## src/rtl/rgbhsv_pkg.sv

```systemverilog
// ----------------------------------------------------------------------------
// rgbhsv_pkg: shared types and constants for the RGB to HSV converter
// Channel widths, divider geometry, hue sector codes and stage records.
// ----------------------------------------------------------------------------
package rgbhsv_pkg;

  localparam int ChanW     = 8;
  localparam int HueW      = 15;
  localparam int SatW      = 16;
  // quotient bits produced by the divider lanes (covers both hue and sat)
  localparam int QuotW     = 16;
  localparam int NumW      = ChanW + QuotW;
  localparam int DivSteps  = 4;
  localparam int DivStages = QuotW / DivSteps;
  // prep (two stages) + divider stages + output stage
  localparam int Latency   = DivStages + 3;

  localparam logic [HueW-1:0] HueFullTurn  = 15'd23040;
  localparam logic [HueW-1:0] HueBaseGreen = 15'd7680;
  localparam logic [HueW-1:0] HueBaseBlue  = 15'd15360;
  localparam logic [HueW-1:0] HueBaseZero  = 15'd0;

  // channel that holds the maximum (red wins ties, then green)
  typedef enum logic [1:0] {
    SEC_RED,
    SEC_GREEN,
    SEC_BLUE
  } hue_sector_e;

  // one restoring-divider lane: partial remainder, pending dividend bits,
  // quotient built so far, divisor
  typedef struct packed {
    logic [ChanW-1:0] rem;
    logic [QuotW-1:0] num_lo;
    logic [QuotW-1:0] quot;
    logic [ChanW-1:0] dvs;
  } div_lane_t;

  // per-item data that rides alongside the divider lanes
  typedef struct packed {
    logic             neg;
    logic             gray;
    logic             black;
    logic [HueW-1:0]  base;
    logic [ChanW-1:0] value;
  } side_t;

  typedef struct packed {
    logic      valid;
    div_lane_t hue;
    div_lane_t sat;
    side_t     side;
  } div_item_t;

  // DivSteps restoring division steps, one quotient bit each
  function automatic div_lane_t div_steps(div_lane_t lane);
    div_lane_t        o;
    logic [ChanW:0]   r;
    o = lane;
    for (int i = 0; i < DivSteps; i++) begin
      r        = {o.rem, o.num_lo[QuotW-1]};
      o.num_lo = {o.num_lo[QuotW-2:0], 1'b0};
      if (r >= {1'b0, o.dvs}) begin
        o.rem  = ChanW'(r - {1'b0, o.dvs});
        o.quot = {o.quot[QuotW-2:0], 1'b1};
      end else begin
        o.rem  = r[ChanW-1:0];
        o.quot = {o.quot[QuotW-2:0], 1'b0};
      end
    end
    return o;
  endfunction

endpackage

```

## src/rtl/rgbhsv_prep.sv

```systemverilog
// ----------------------------------------------------------------------------
// rgbhsv_prep: front end of the converter pipeline
// Stage 1 finds max, min, delta and the hue sector; stage 2 forms the two
// dividends and seeds the divider lanes.
// ----------------------------------------------------------------------------
module rgbhsv_prep import rgbhsv_pkg::*; (
  input  logic             clk_i,
  input  logic             rst_ni,
  input  logic             valid_i,
  input  logic [ChanW-1:0] red_i,
  input  logic [ChanW-1:0] green_i,
  input  logic [ChanW-1:0] blue_i,
  output div_item_t        item_o
);

  // stage 1 signals
  logic [ChanW-1:0] hi_c, lo_c, rg_max, rg_min;
  logic [ChanW-1:0] op_a, op_b;
  hue_sector_e      sector_c;

  logic             s1_valid_q;
  logic [ChanW-1:0] s1_hi_d, s1_hi_q;
  logic [ChanW-1:0] s1_delta_d, s1_delta_q;
  logic [ChanW-1:0] s1_absdiff_d, s1_absdiff_q;
  logic             s1_neg_d, s1_neg_q;
  hue_sector_e      s1_sector_q;

  // stage 2 signals
  logic [NumW-1:0]  num_hue, num_sat;
  logic [HueW-1:0]  base_c;
  div_item_t        item_d;
  logic             item_valid_q;
  div_lane_t        item_hue_q, item_sat_q;
  side_t            item_side_q;

  // max / min and sector pick
  always_comb begin
    rg_max = (red_i > green_i) ? red_i : green_i;
    rg_min = (red_i < green_i) ? red_i : green_i;
    hi_c   = (rg_max > blue_i) ? rg_max : blue_i;
    lo_c   = (rg_min < blue_i) ? rg_min : blue_i;
    if (hi_c == red_i) begin
      sector_c = SEC_RED;
      op_a     = green_i;
      op_b     = blue_i;
    end else if (hi_c == green_i) begin
      sector_c = SEC_GREEN;
      op_a     = blue_i;
      op_b     = red_i;
    end else begin
      sector_c = SEC_BLUE;
      op_a     = red_i;
      op_b     = green_i;
    end
    s1_hi_d      = hi_c;
    s1_delta_d   = hi_c - lo_c;
    s1_neg_d     = op_a < op_b;
    s1_absdiff_d = s1_neg_d ? (op_b - op_a) : (op_a - op_b);
  end

  always_ff @(posedge clk_i or negedge rst_ni) begin
    if (!rst_ni) begin
      s1_valid_q <= 1'b0;
    end else begin
      s1_valid_q <= valid_i;
    end
  end

  always_ff @(posedge clk_i) begin
    s1_hi_q      <= s1_hi_d;
    s1_delta_q   <= s1_delta_d;
    s1_absdiff_q <= s1_absdiff_d;
    s1_neg_q     <= s1_neg_d;
    s1_sector_q  <= sector_c;
  end

  // dividends: 3840*|diff| for hue, 65535*delta for saturation
  always_comb begin
    num_hue = (NumW'(s1_absdiff_q) << 12) - (NumW'(s1_absdiff_q) << 8);
    num_sat = (NumW'(s1_delta_q) << QuotW) - NumW'(s1_delta_q);
    case (s1_sector_q)
      SEC_RED:   base_c = s1_neg_q ? HueFullTurn : HueBaseZero;
      SEC_GREEN: base_c = HueBaseGreen;
      SEC_BLUE:  base_c = HueBaseBlue;
      default:   base_c = HueBaseZero;
    endcase

    item_d.valid       = s1_valid_q;
    item_d.hue.rem     = num_hue[NumW-1:QuotW];
    item_d.hue.num_lo  = num_hue[QuotW-1:0];
    item_d.hue.quot    = '0;
    item_d.hue.dvs     = s1_delta_q;
    item_d.sat.rem     = num_sat[NumW-1:QuotW];
    item_d.sat.num_lo  = num_sat[QuotW-1:0];
    item_d.sat.quot    = '0;
    item_d.sat.dvs     = s1_hi_q;
    item_d.side.neg    = s1_neg_q;
    item_d.side.gray   = (s1_delta_q == '0);
    item_d.side.black  = (s1_hi_q == '0);
    item_d.side.base   = base_c;
    item_d.side.value  = s1_hi_q;
  end

  always_ff @(posedge clk_i or negedge rst_ni) begin
    if (!rst_ni) begin
      item_valid_q <= 1'b0;
    end else begin
      item_valid_q <= item_d.valid;
    end
  end

  always_ff @(posedge clk_i) begin
    item_hue_q  <= item_d.hue;
    item_sat_q  <= item_d.sat;
    item_side_q <= item_d.side;
  end

  assign item_o = {item_valid_q, item_hue_q, item_sat_q, item_side_q};

endmodule

```

## src/rtl/rgbhsv_div_stage.sv

```systemverilog
// ----------------------------------------------------------------------------
// rgbhsv_div_stage: one slice of the pipelined divider
// Runs DivSteps restoring steps on both the hue and the saturation lane and
// registers the result together with the item's side data.
// ----------------------------------------------------------------------------
module rgbhsv_div_stage import rgbhsv_pkg::*; (
  input  logic      clk_i,
  input  logic      rst_ni,
  input  div_item_t item_i,
  output div_item_t item_o
);

  div_lane_t hue_d, sat_d;
  logic      valid_q;
  div_lane_t hue_q, sat_q;
  side_t     side_q;

  // restoring steps for both lanes
  always_comb begin
    hue_d = div_steps(item_i.hue);
    sat_d = div_steps(item_i.sat);
  end

  always_ff @(posedge clk_i or negedge rst_ni) begin
    if (!rst_ni) begin
      valid_q <= 1'b0;
    end else begin
      valid_q <= item_i.valid;
    end
  end

  always_ff @(posedge clk_i) begin
    hue_q  <= hue_d;
    sat_q  <= sat_d;
    side_q <= item_i.side;
  end

  assign item_o = {valid_q, hue_q, sat_q, side_q};

endmodule

```

## src/rtl/rgbhsv_post.sv

```systemverilog
// ----------------------------------------------------------------------------
// rgbhsv_post: output stage of the converter
// Places the hue quotient around the sector base, applies the gray and black
// cases and registers the result item.
// ----------------------------------------------------------------------------
module rgbhsv_post import rgbhsv_pkg::*; (
  input  logic             clk_i,
  input  logic             rst_ni,
  input  div_item_t        item_i,
  output logic             valid_o,
  output logic [HueW-1:0]  hue_o,
  output logic [SatW-1:0]  saturation_o,
  output logic [ChanW-1:0] brightness_o
);

  logic [HueW-1:0]  q_hue;
  logic [HueW-1:0]  hue_d, hue_q;
  logic [SatW-1:0]  sat_d, sat_q;
  logic             valid_q;
  logic [ChanW-1:0] value_q;

  // negative difference: floor(-x/d) = -(q + (rem != 0))
  always_comb begin
    q_hue = item_i.hue.quot[HueW-1:0];
    if (item_i.side.gray) begin
      hue_d = '0;
    end else if (item_i.side.neg) begin
      hue_d = item_i.side.base - q_hue - HueW'(item_i.hue.rem != '0);
    end else begin
      hue_d = item_i.side.base + q_hue;
    end
    sat_d = item_i.side.black ? '0 : item_i.sat.quot[SatW-1:0];
  end

  always_ff @(posedge clk_i or negedge rst_ni) begin
    if (!rst_ni) begin
      valid_q <= 1'b0;
    end else begin
      valid_q <= item_i.valid;
    end
  end

  always_ff @(posedge clk_i) begin
    hue_q   <= hue_d;
    sat_q   <= sat_d;
    value_q <= item_i.side.value;
  end

  assign valid_o      = valid_q;
  assign hue_o        = hue_q;
  assign saturation_o = sat_q;
  assign brightness_o = value_q;

endmodule

```

## src/rtl/rgb_to_hsv.sv

```systemverilog
// ----------------------------------------------------------------------------
// rgb_to_hsv: pipelined RGB to HSV pixel converter
// Prep stages, a four-slice divider pipeline and an output stage.
// ----------------------------------------------------------------------------
// Usage: pulse start with a pixel on red_i/green_i/blue_i; busy is always
// low, so a pixel may be given in every clock cycle. Each pixel passes two
// prep stages, four divider slices of four quotient bits each and one output
// stage, and then comes out as a one-cycle valid_o strobe with hue_o in
// 1/64 degree, saturation_o with 65535 meaning 1.0, and brightness_o as the
// channel maximum. The receiver cannot stall the stream: results appear in
// input order and must be taken in the cycle they are shown.
// ----------------------------------------------------------------------------
module rgb_to_hsv import rgbhsv_pkg::*; (
  input  logic             clk_i,
  input  logic             rst_ni,
  input  logic             start,
  output logic             busy,
  input  logic [ChanW-1:0] red_i,
  input  logic [ChanW-1:0] green_i,
  input  logic [ChanW-1:0] blue_i,
  output logic             valid_o,
  output logic [HueW-1:0]  hue_o,
  output logic [SatW-1:0]  saturation_o,
  output logic [ChanW-1:0] brightness_o
);

  div_item_t pipe [DivStages+1];

  // no backpressure anywhere in the pipeline
  assign busy = 1'b0;

  rgbhsv_prep u_prep (
    .clk_i   (clk_i),
    .rst_ni  (rst_ni),
    .valid_i (start),
    .red_i   (red_i),
    .green_i (green_i),
    .blue_i  (blue_i),
    .item_o  (pipe[0])
  );

  // divider slices
  for (genvar s = 0; s < DivStages; s++) begin : g_div
    rgbhsv_div_stage u_div (
      .clk_i  (clk_i),
      .rst_ni (rst_ni),
      .item_i (pipe[s]),
      .item_o (pipe[s+1])
    );
  end

  rgbhsv_post u_post (
    .clk_i        (clk_i),
    .rst_ni       (rst_ni),
    .item_i       (pipe[DivStages]),
    .valid_o      (valid_o),
    .hue_o        (hue_o),
    .saturation_o (saturation_o),
    .brightness_o (brightness_o)
  );

`ifndef SYNTHESIS
  // every accepted item comes out after the fixed latency
  a_latency: assert property (@(posedge clk_i) disable iff (!rst_ni)
    start |-> ##(Latency) valid_o)
    else $error("item lost in pipeline");

  // hue stays inside one full turn
  a_hue_range: assert property (@(posedge clk_i) disable iff (!rst_ni)
    valid_o |-> (hue_o < HueFullTurn))
    else $error("hue out of range");

  // a black pixel has no saturation and no hue
  a_black: assert property (@(posedge clk_i) disable iff (!rst_ni)
    (valid_o && brightness_o == '0) |-> (saturation_o == '0 && hue_o == '0))
    else $error("black pixel with nonzero hue or saturation");
`endif

endmodule

```

## config.mk

```make
export PLATFORM = sky130hd
export DESIGN_NAME = rgb_to_hsv
export DESIGN_NICKNAME = d
export VERILOG_FILES = /design/src/rtl/rgbhsv_pkg.sv /design/src/rtl/rgbhsv_prep.sv /design/src/rtl/rgbhsv_div_stage.sv /design/src/rtl/rgbhsv_post.sv /design/src/rtl/rgb_to_hsv.sv
export SDC_FILE = /design/constraint.sdc
export NUM_CORES = 1
export LEC_CHECK = 0
export ABC_AREA = 1
export ABC_CLOCK_PERIOD_IN_PS = 6900
export BUFFER_PORTS_ARGS = -buffer_cell sky130_fd_sc_hd__buf_2
export CAP_MARGIN = 20
export CORE_MARGIN = 2
export CORE_UTILIZATION = 58
export CTS_CLUSTER_DIAMETER = 150
export DETAILED_ROUTE_END_ITERATION = 7
export HOLD_SLACK_MARGIN = 0.05
export PLACE_DENSITY = 0.78
export SYNTH_ARGS = -nofsm -noshare
export SYNTH_HDL_FRONTEND = slang
export SYNTH_SLANG_ARGS = --single-unit
```

## constraint.sdc

```tcl
create_clock -name clk_i -period 6.9 [get_ports clk_i]
set_input_delay 0.69 -clock clk_i [delete_from_list [all_inputs] [get_ports clk_i]]
set_output_delay 0.69 -clock clk_i [all_outputs]
set_load 0.05 [all_outputs]
```

==> summary.txt <==
Run status
  • Status: finished clean

CTS
  • Clk pin slew, worst setup/hold paths: 0.06 ns
  • Root Driver: clkbuf_16
  • Later-pin clock latency in the skew report: 0.57 ns
  • Sink Count: 377
  • H-tree Lvls: 2
  • Clk buf depth: 3
  • CTS tree: done
  • Total CTS buffers: 41

Finish
  • Post-Route Utilization: 67.4%
  • Area Growth Syn to Fin: 15.1%
  • Number of diodes: 0
  • Layout cells sized above 1: 15.2%
  • Fin nets: 4063

Worst hold path
  • Worst Hold Depth: 1
  • Hold Crit Endpoint: u_prep.s1_valid_q
  • HP Start: start
  • Hold crit path type: primary input to register

STA
  • Slew Limit Fails: 0
  • Slew @ Worst Pin: 0.760 ns
  • Layout Skew: 0.0219 ns
  • Worst slew margin: 49.3%
  • Achievable Freq: 154 MHz
  • Tcrit/Tclk final: 94.2%
  • Hold Fails Final Rpt: 0
  • Final setup fails: 0
  • Tmin final: 6.50 ns

Yosys
  • Syn avg cell area: 7.47 um^2
  • Top cells by area, synth: dfxtp_1, ha_1, nand2_1
  • Most frequent cell after synthesis: nand2_1
  • Top FF cell, synth: dfxtp_1
  • Register area share after synthesis: 29.3%
  • Syn Std Cell Area: 25800 um^2
  • Commonest cells in the netlist: nand2_1, inv_1, dfxtp_1
  • Syn_nets: 3849
  • Synth area leader: dfxtp_1
  • Synth top area share: 28.7%
  • #FFs+latches synth: 377
  • Post-synth ARST share: 1.86%
  • Yosys warnings: 0
  • Post-synth EDFFs: 0
  • Yosys cell types: 65
  • Cells after Synth: 3460

Die
  • Die ar.: 46300 um^2
  • Die H: 215 um
  • DIE WIDTH: 215 um
  • Num ports: 68
  • Core area: 44100 um^2
  • Starting Density: 58.6%
  • Num rows: 77

Setup path
  • Worst EP required: 7.40 ns
  • Max Fanout on Critical Path: 8
  • CP Launch Type: register
  • Worst reg-to-reg path cell count: 45
  • Slowest cell on crit path: ha_1
  • Worst R2R Start: u_prep.item_o[31]
  • CP delay by family, top: simple AND/OR/NAND/NOR gates
  • Most frequent CP cell: nand2_1
  • Slowest Stage Delay on Critical Path: 0.39 ns
  • Worst setup path class: register to register
  • Critical path endpoint category: register
  • R2R setup slack: 0.40 ns
  • Critical path arrival: 7.01 ns
  • Crit path from: u_prep.item_o[31]
  • CP bufs+invs: 7
  • FF-to-FF End: g_div[0].u_div.item_o[70]

Place
  • # port buffers: 66
  • Gp weighted congestion: 0.924
  • HPWL after DPL: 46.1 mm

Drt
  • Initial DRT Pass Iterations: 5
  • Final wirelength: 59.8 mm
  • Starting DRT DRC Count: 1300
  • Vias: 22600
  • DRC viols: 0
  • Final ANT Viol Nets: 0
  • Vias/cell: 5.25
  • Routed wire per std cell: 13.9 um

Global routing
  • First-pass GRT wire length: 96.5 mm
  • Largest net degree at the start of global routing: 30
  • GRT Overall Usage: 24.8%
  • Vias in the first global route: 20700
  • Initial antenna violation count: 0
  • Grt ovf: 0

Run
  • Max-cap viol count: 0
## routing by layer
layer	part of all wire, %	GRT usage [%]	up-vias
met1	45	32.5	10200
met4	2.5	7.33	0
met2	47	42.2	573
met3	5.5	3.75	109
met5	0	0	-
li1	-	-	11700
## placed cells by master (no fill, tap or decap), drive strengths merged, types with 15 or more instances in the layout
| cell | Yosys | final |
|---|---|---|
| dfxtp | 370 | 370 |
| nand3 | 223 | 223 |
| nor3 | 36 | 36 |
| o21bai | 15 | 15 |
| a21oi | 232 | 232 |
| buf | 30 | 205 |
| o21ai | 205 | 205 |
| a21o | 18 | 18 |
| ha | 333 | 333 |
| nand4 | 43 | 43 |
| nand2 | 843 | 846 |
| xor2 | 145 | 145 |
| clkbuf | 9 | 57 |
| fa | 29 | 29 |
| nor2 | 246 | 247 |
| xnor2 | 63 | 63 |
| or2 | 18 | 18 |
| inv | 493 | 495 |
## flip-flops by register name (all words and copies together), names as in the netlist
signal / cells
g_div.u_div.valid_q: 4
u_prep.s1_delta_q: 8
g_div.u_div.item_o: 245
u_prep.item_o: 59
u_prep.item_valid_q: 1
u_prep.s1_valid_q: 1
u_post.valid_o: 1
u_post.brightness_o: 8
u_prep.s1_neg_q: 1
u_prep.s1_hi_q: 8
u_prep.s1_sector_q: 2
u_prep.s1_absdiff_q: 8
u_post.saturation_o: 16
u_post.hue_o: 15
## cell type report
type	instances	area [um^2]
clock buffers	57	1190
clock inverters	14	134
fillers	3689	14400
inverters	495	1900
multi-input cells	2553	16800
flip-flops and latches	377	7600
well taps	592	741
repair buffers	206	1380
## cells by family after synthesis
family,after synthesis,synth area share (%)
muxes,3,0.121
AOI/OAI and AO/OA,534,11.8
xor gates and xnor gates,208,7.05
adders and majority gates,362,18.4
DFF,377,29.3
and+or+nand+nor,1441,24.9
other,1,0.0145
buffers and inverters,534,8.40
## through the flow
step	TNS [ns]	setup WS (ns)	hold slack, ns	area (um^2)	instances
after CTS	0	0.0156	0.198	28700	4256
final	0	0.397	0.229	29700	4294
after detailed placement	-0.457	-0.0975	0.312	27400	4184
after global placement	-0.250	-0.0569	0.310	27400	4184
after floorplan	0	0.399	0.310	25800	3460
after global routing	-3.07	-0.103	0.201	29700	4294
## worst max-delay path by stage
stage                                       to  slack (ns)  cells after the start
CTS                 g_div[1].u_div.item_o[119]        0.02                     41
floorplan            g_div[0].u_div.item_o[67]        0.40                     42
global route         g_div[0].u_div.item_o[70]       -0.10                     44
finish               g_div[0].u_div.item_o[70]        0.40                     45
global placement    g_div[0].u_div.item_o[120]       -0.06                     46
detailed placement  g_div[0].u_div.item_o[120]        -0.1                     46
## timing repair
action,in CTS,in global routing
gates resized for setup,4,190
endpoints found under the setup margin,24,64
hold endpoints to repair,7,0
buffers inserted,0,34
hold buffers,1,0
pin swaps,0,47
gates cloned,0,4
Power is left out: the tool's default activity adds up to more than one toggle a clock period on the data nets, which glitch-free logic cannot reach.
